File: config.mk
export PLATFORM = sky130hd
export DESIGN_NAME = lzsd_ctrl
export DESIGN_NICKNAME = d
export VERILOG_FILES = /design/src/lzss_stream_decoder_macros.svh /design/src/lzsd_pkg.sv /design/src/lzsd_ctrl.sv
export SDC_FILE = /design/constraint.sdc
export NUM_CORES = 1
export LEC_CHECK = 0
export ABC_CLOCK_PERIOD_IN_PS = 3300
export BUFFER_PORTS_ARGS = -buffer_cell sky130_fd_sc_hd__buf_2
export CAP_MARGIN = 5
export CELL_PAD_IN_SITES_DETAIL_PLACEMENT = 0
export CELL_PAD_IN_SITES_GLOBAL_PLACEMENT = 1
export CORE_MARGIN = 4
export CORE_UTILIZATION = 41
export CTS_CLUSTER_SIZE = 20
export DETAILED_ROUTE_END_ITERATION = 10
export PLACE_DENSITY_LB_ADDON = 0.2
export SLEW_MARGIN = 10
export SYNTH_ARGS = -nofsm -noshare
export SYNTH_HDL_FRONTEND = slang
export SYNTH_SLANG_ARGS = --single-unit
File: constraint.sdc
create_clock -name clock -period 3.3 [get_ports clock]
set_input_delay 0.495 -clock clock [delete_from_list [all_inputs] [get_ports clock]]
set_output_delay 0.495 -clock clock [all_outputs]
set_load 0.03 [all_outputs]
File: src/lzss_stream_decoder_macros.svh
// ----------------------------------------------------------------------------
// LZSS stream decoder assertion macros
// Shorthand for the concurrent checks at the end of the top level.
// ----------------------------------------------------------------------------
`ifndef LZSS_STREAM_DECODER_MACROS_SVH
`define LZSS_STREAM_DECODER_MACROS_SVH

// A property that must hold at every clock edge outside reset.
`define LZSD_ASSERT(label, clk, rst, prop, msg) \
   label: assert property (@(posedge clk) disable iff (rst) (prop)) else $error(msg);

// A condition that must be followed by another one in the next cycle.
`define LZSD_ASSERT_NEXT(label, clk, rst, cond, nxt, msg) \
   label: assert property (@(posedge clk) disable iff (rst) (cond) |=> (nxt)) else $error(msg);

`endif

File: src/lzsd_pkg.sv
// ----------------------------------------------------------------------------
// LZSS stream decoder package
// Shared constants, controller state type and controller/datapath links.
// ----------------------------------------------------------------------------
package lzsd_pkg;

   localparam int LZSD_RING_DEPTH      = 4096;
   localparam int LZSD_MAX_MATCH       = 18;
   localparam int LZSD_MATCH_THRESHOLD = 2;

   typedef enum logic {
      ST_IDLE,
      ST_COPY
   } state_type;

   // Commands from the controller; at most one is high in a cycle.
   typedef struct packed {
      logic lit_wr;      // literal byte: emit and write to the ring
      logic pair_lo;     // first pair byte: hold the low position bits
      logic pair_start;  // second pair byte: load source and count
      logic copy_step;   // emit and write back one copied byte
   } cmd_type;

   // Status from the datapath.
   typedef struct packed {
      logic out_valid;   // output register holds an untaken byte
      logic copy_last;   // the current copy byte is the final one
   } status_type;

endpackage

File: src/lzsd_ctrl.sv
// ----------------------------------------------------------------------------
// LZSS stream decoder controller
// Flag tracking, pair sequencing and the copy state machine.
// ----------------------------------------------------------------------------
module lzsd_ctrl
   import lzsd_pkg::*;
(
   input  logic       clock,
   input  logic       reset,
   input  logic       req_valid,
   input  logic [7:0] req_in_byte,
   input  logic       rsp_ready,
   input  status_type st,
   output logic       req_ready,
   output cmd_type    cmd
);

   state_type   state_ff, state_in;
   logic [7:0]  flag_bits_ff, flag_bits_in;
   logic [3:0]  flags_left_ff, flags_left_in;
   logic        pending_ff, pending_in;
   logic        slot_free;
   logic        accept;

   always_ff @(posedge clock) begin
      if (reset) begin
         state_ff      <= ST_IDLE;
         flag_bits_ff  <= '0;
         flags_left_ff <= '0;
         pending_ff    <= 1'b0;
      end else begin
         state_ff      <= state_in;
         flag_bits_ff  <= flag_bits_in;
         flags_left_ff <= flags_left_in;
         pending_ff    <= pending_in;
      end
   end

   always_comb begin
      slot_free     = !st.out_valid || rsp_ready;
      state_in      = state_ff;
      flag_bits_in  = flag_bits_ff;
      flags_left_in = flags_left_ff;
      pending_in    = pending_ff;
      cmd           = '0;
      req_ready     = 1'b0;
      accept        = 1'b0;
      case (state_ff)
         ST_IDLE: begin
            req_ready = slot_free;
            accept    = req_valid && slot_free;
            if (accept) begin
               if (flags_left_ff == 4'd0) begin
                  flag_bits_in  = req_in_byte;
                  flags_left_in = 4'd8;
               end else if (flag_bits_ff[0]) begin
                  cmd.lit_wr    = 1'b1;
                  flag_bits_in  = {1'b0, flag_bits_ff[7:1]};
                  flags_left_in = flags_left_ff - 4'd1;
               end else if (!pending_ff) begin
                  cmd.pair_lo = 1'b1;
                  pending_in  = 1'b1;
               end else begin
                  cmd.pair_start = 1'b1;
                  pending_in     = 1'b0;
                  flag_bits_in   = {1'b0, flag_bits_ff[7:1]};
                  flags_left_in  = flags_left_ff - 4'd1;
                  state_in       = ST_COPY;
               end
            end
         end
         ST_COPY: begin
            cmd.copy_step = slot_free;
            if (slot_free && st.copy_last) begin
               state_in = ST_IDLE;
            end
         end
         default: begin
            state_in = ST_IDLE;
         end
      endcase
   end

endmodule

; ---- Word-level counts from Yosys, hierarchy flattened
; Index checks and enable logic that the tools add are counted.
[op_classes]
addsub = 1
mux = 20
n_bitwise = 3
reduce_logical = 9
[ops]
columns = cell, n
row1 = $mux 8, 3
row2 = $mux 4, 3
row3 = $mux 1, 9
row4 = $mux 3, 3
row5 = $logic_not 4->1, 1
row6 = $reduce_and 4->1, 1
row7 = $sub 4x1->4 const B, 1
row8 = $not 1->1, 3
row9 = $reduce_and 3->1, 1
row10 = $reduce_bool 3->1, 1
row11 = $logic_and 1x1->1, 2
row12 = $mux 2, 1
row13 = $pmux 1 s2, 1
row14 = $reduce_and 2->1, 1
row15 = $logic_not 1->1, 1
row16 = $logic_or 1x1->1, 1
[totals]
register_bits = 14
in_bits = 14
output_inout_bits = 5
word_cells = 38

; ---- Depth between registers and ports, before layout
[depth]
ltp_word = 5
mapped_depth = 4

; ---- Least setup slack after synthesis
; No wires, ideal clock.
[synth_timing]
kind = input port to output port
start = input port st[1] (netlist name)
end = output port cmd[3] (netlist name)
arrival_ns = 1.465
t_required_ns = 2.805
setup_slack_ns = 1.340
stages = 4
n_path_buf = 1
cell_sequence = nor2b_1 > clkbuf_1 > nor2_1 > and3_2
[synth_rtl]
columns = element, line_no
row1 = from (decl), lzsd_ctrl.sv:13  ; input status_type st,
row2 = to (decl), lzsd_ctrl.sv:15  ; output cmd_type cmd

==> reports/metrics.cfg <==
[die]
die_x_um = 52.54
initial_core_util_pct = 45.14
fp.dieArea_um2 = 2760
io_pins = 19
die_h_um = 52.54
core_area_um2 = 1802
core.rowCount = 15

[drt]
routed_wl_mm = 1.817
viasPerCell = 5.391
wl_per_cell_um = 13.66
drtPass1Iterations = 6
ant_nets = 0
route.detailed.drc = 0
drtIter0Drc = 14
num_vias = 717

[grt]
grtUsageTotal_pct = 14.27
grt_pass1_vias = 654
gr-total-overflow = 0
grt_max_degree = 18
grt_pass1_wl_mm = 2.932
antenna_found_initial = 0

[flow_run]
cap_violations = 0

[power_and_ir_drop]
ir_worst_vdd_v = 0.0002237
sequentialPowerShare_pct = 46.9
p_sw_uw = 124.9
netSwitchingFraction_pct = 29.78
pwr-share-clk_pct = 29.8
pwr-share-comb_pct = 23.3
p_int_uw = 294.6
powerDensity_nw_per_um2 = 446.4
p_leak_uw = 0.0004061

[sta]
finalCritPeriodShare_pct = 73.67
finalHoldViolCount = 0
tightest_slew_ps = 616.2
tns_ps = 0
period_needed_ps = 2431
rsz0062_at_grt = false
fmax_ghz = 0.4113
clock_skew_ps = 1.250
holdWs_ps = 473.6
drv_slew = 0
slew-limit-headroom_pct = 58.77
setup_viol = 0

[cts]
clkTransAtPathRegs_ps = 90
clock_sinks = 14
cts_hold_buf = 0
insertion_delay_ps = 280
cts_setup_buffers = 0
postCtsResizedCells = 0
cts_buffer_depth = 2
htree_levels = 1
cts_tree = yes
root_buffer = clkbuf_4
cts_buffers = 3

[placement]
place_congestion = 0.7014
io_buffers = 18
placed_cells = 129
detailed_place_hpwl_mm = 1.246

[setup_path]
r2r_cells = 3
critPathKind = reg2out
cp_slowest_stage_delay_ps = 790
r2r_setup_slack_ps = 1550
worstPathRequired_ps = 2800
crit_chain = or4_1 -> and3_2 -> buf_2
r2r-start = flags_left_ff[3]
start_kind = flop
reg2reg_to = flag_bits_ff[3]
slowest_stage = or4_1
crit_path_end_kind = output port
cp_max_fo = 10
critPathArrivalTime_ps = 1940

[yosys]
syn-num-nets = 106
synth_area_um2 = 813.3
seq_area_frac_synth_pct = 34.46
synth_cell_types = 35
ys.warnings.count = 0
ys_seq_elements = 14
avgSynthCellArea_um2 = 8.840
netlist_instances = 92

[min_path]
min_delay_path_depth = 2
holdCritPathClass = reg2reg
min-delay-start = flag_bits_ff[6]
min_to = flag_bits_ff[6]

[finish]
antenna_cells = 0
nets = 123
layout.cells.non_filler = 133
drive_gt1_share_pct = 25.00
area_delta_synth_final_pct = 15.54

[run_status]
status = finished, final reports clean

==> layer usage <==
metal	track usage (%)	share of wire [%]
met4	5.106	1.4
met1	19.93	49
met5	0	0
met2	21.28	44
met3	3.134	5.9
==> cell type report <==
class / instances / area [um2]
clock buffers: 4 / 36.28
fillers: 187 / 862.1
inverters: 9 / 33.78
multi-input cells: 63 / 467.9
flip-flops and latches: 14 / 280.3
well taps: 25 / 31.28
repair buffers: 18 / 90.09
==> how the worst max path moves through the flow <==
| stage | start | endpoint | slack, ps |
|---|---|---|---|
| 2_1_floorplan | st[1] | cmd[3] | 1340 |
| 3_3_place_gp | st[1] | cmd[3] | 1030 |
| 3_5_place_dp | st[1] | cmd[3] | 1010 |
| 4_1_cts | flags_left_ff[3] | cmd[3] | 850 |
| 5_1_grt | flags_left_ff[3] | cmd[1] | 770 |
| 6_report | flags_left_ff[3] | cmd[3] | 870 |
==> worst max-delay path: cells and delay by family (launching register included) <==
family / cells / cell delay, ps
simple gates: 2 / 1110
flops: 1 / 380
buf+inv: 1 / 170
==> power groups by stage <==
stage               clock network [uW]  logic [uW]  registers (uW)
floorplan                            0        84.3             193
global placement                     0        97.1             200
detailed placement                   0        97.8             200
CTS                                127        98.5             197
global route                       136         109             199
finish                             125        97.7             197
==> cells in the final DEF (no fill, tap or decap), types with 2 or more instances in the layout <==
cell type,n
a221oi_1,6
a21oi_1,3
nand4_1,2
buf_2,18
inv_1,9
nor2b_1,5
nand2b_1,4
dfxtp_1,14
nor3_1,2
nor2_1,7
o21bai_1,6
clkbuf_4,3
mux2i_1,7
==> logic make-up after synthesis <==
| family | count (synthesis) | synth area share [%] |
|---|---|---|
| AND/OR/NAND/NOR | 29 | 22.16 |
| AO/OA/AOI/OAI | 27 | 26.77 |
| multiplexers | 7 | 8.616 |
| flip-flops | 14 | 34.46 |
| buffers and inverters | 15 | 7.998 |
==> cells in the mapped netlist <==
library cell / instances / area share (%)
a221oi_1: 6 / 6.5
and4_1: 1 / 1.1
mux2i_1: 7 / 8.6
o31a_1: 1 / 1.1
buf_6: 1 / 1.4
o21ai_0: 1 / 0.61
o21bai_1: 6 / 5.5
buf_2: 1 / 0.61
or2_2: 1 / 0.77
o41ai_1: 1 / 1.1
a21oi_1: 3 / 1.8
nor4_4: 1 / 2.6
nand2b_1: 4 / 3.1
and2_1: 1 / 0.77
inv_1: 9 / 4.2
o2bb2ai_1: 1 / 1.1
o211ai_2: 1 / 1.5
and3_2: 1 / 0.92
o21a_1: 1 / 0.92
nor2_1: 7 / 3.2
o32ai_1: 1 / 1.1
a211oi_2: 1 / 1.5
a21o_1: 1 / 0.92
nand4_1: 2 / 1.5
a32o_1: 1 / 1.2
or4_1: 1 / 0.92
a311oi_1: 1 / 1.1
nor3_1: 2 / 1.2
clkbuf_1: 4 / 1.8
a31oi_1: 1 / 0.77
nor2b_1: 5 / 3.8
nor4_1: 1 / 0.77
nand2_1: 1 / 0.46
dfxtp_1: 14 / 34
nand3b_1: 1 / 0.92
==> state kept, by name, indices dropped and copies added, names as in the netlist <==
name / count
state_ff: 1
flag_bits_ff: 8
pending_ff: 1
flags_left_ff: 4
==> metrics by stage <==
step	power [uW]	instance area [um2]	utilization [%]	worst slack, ps
floorplan	277.2	813.3	-	1340
global placement	297.2	903.4	50.14	1026
detailed placement	298.2	903.4	50.14	1008
CTS	422.3	939.7	52.15	847.7
global route	443.9	939.7	52.15	774.2
finish	419.5	939.7	52.15	868.9
(Power assumes the default switching activity.)
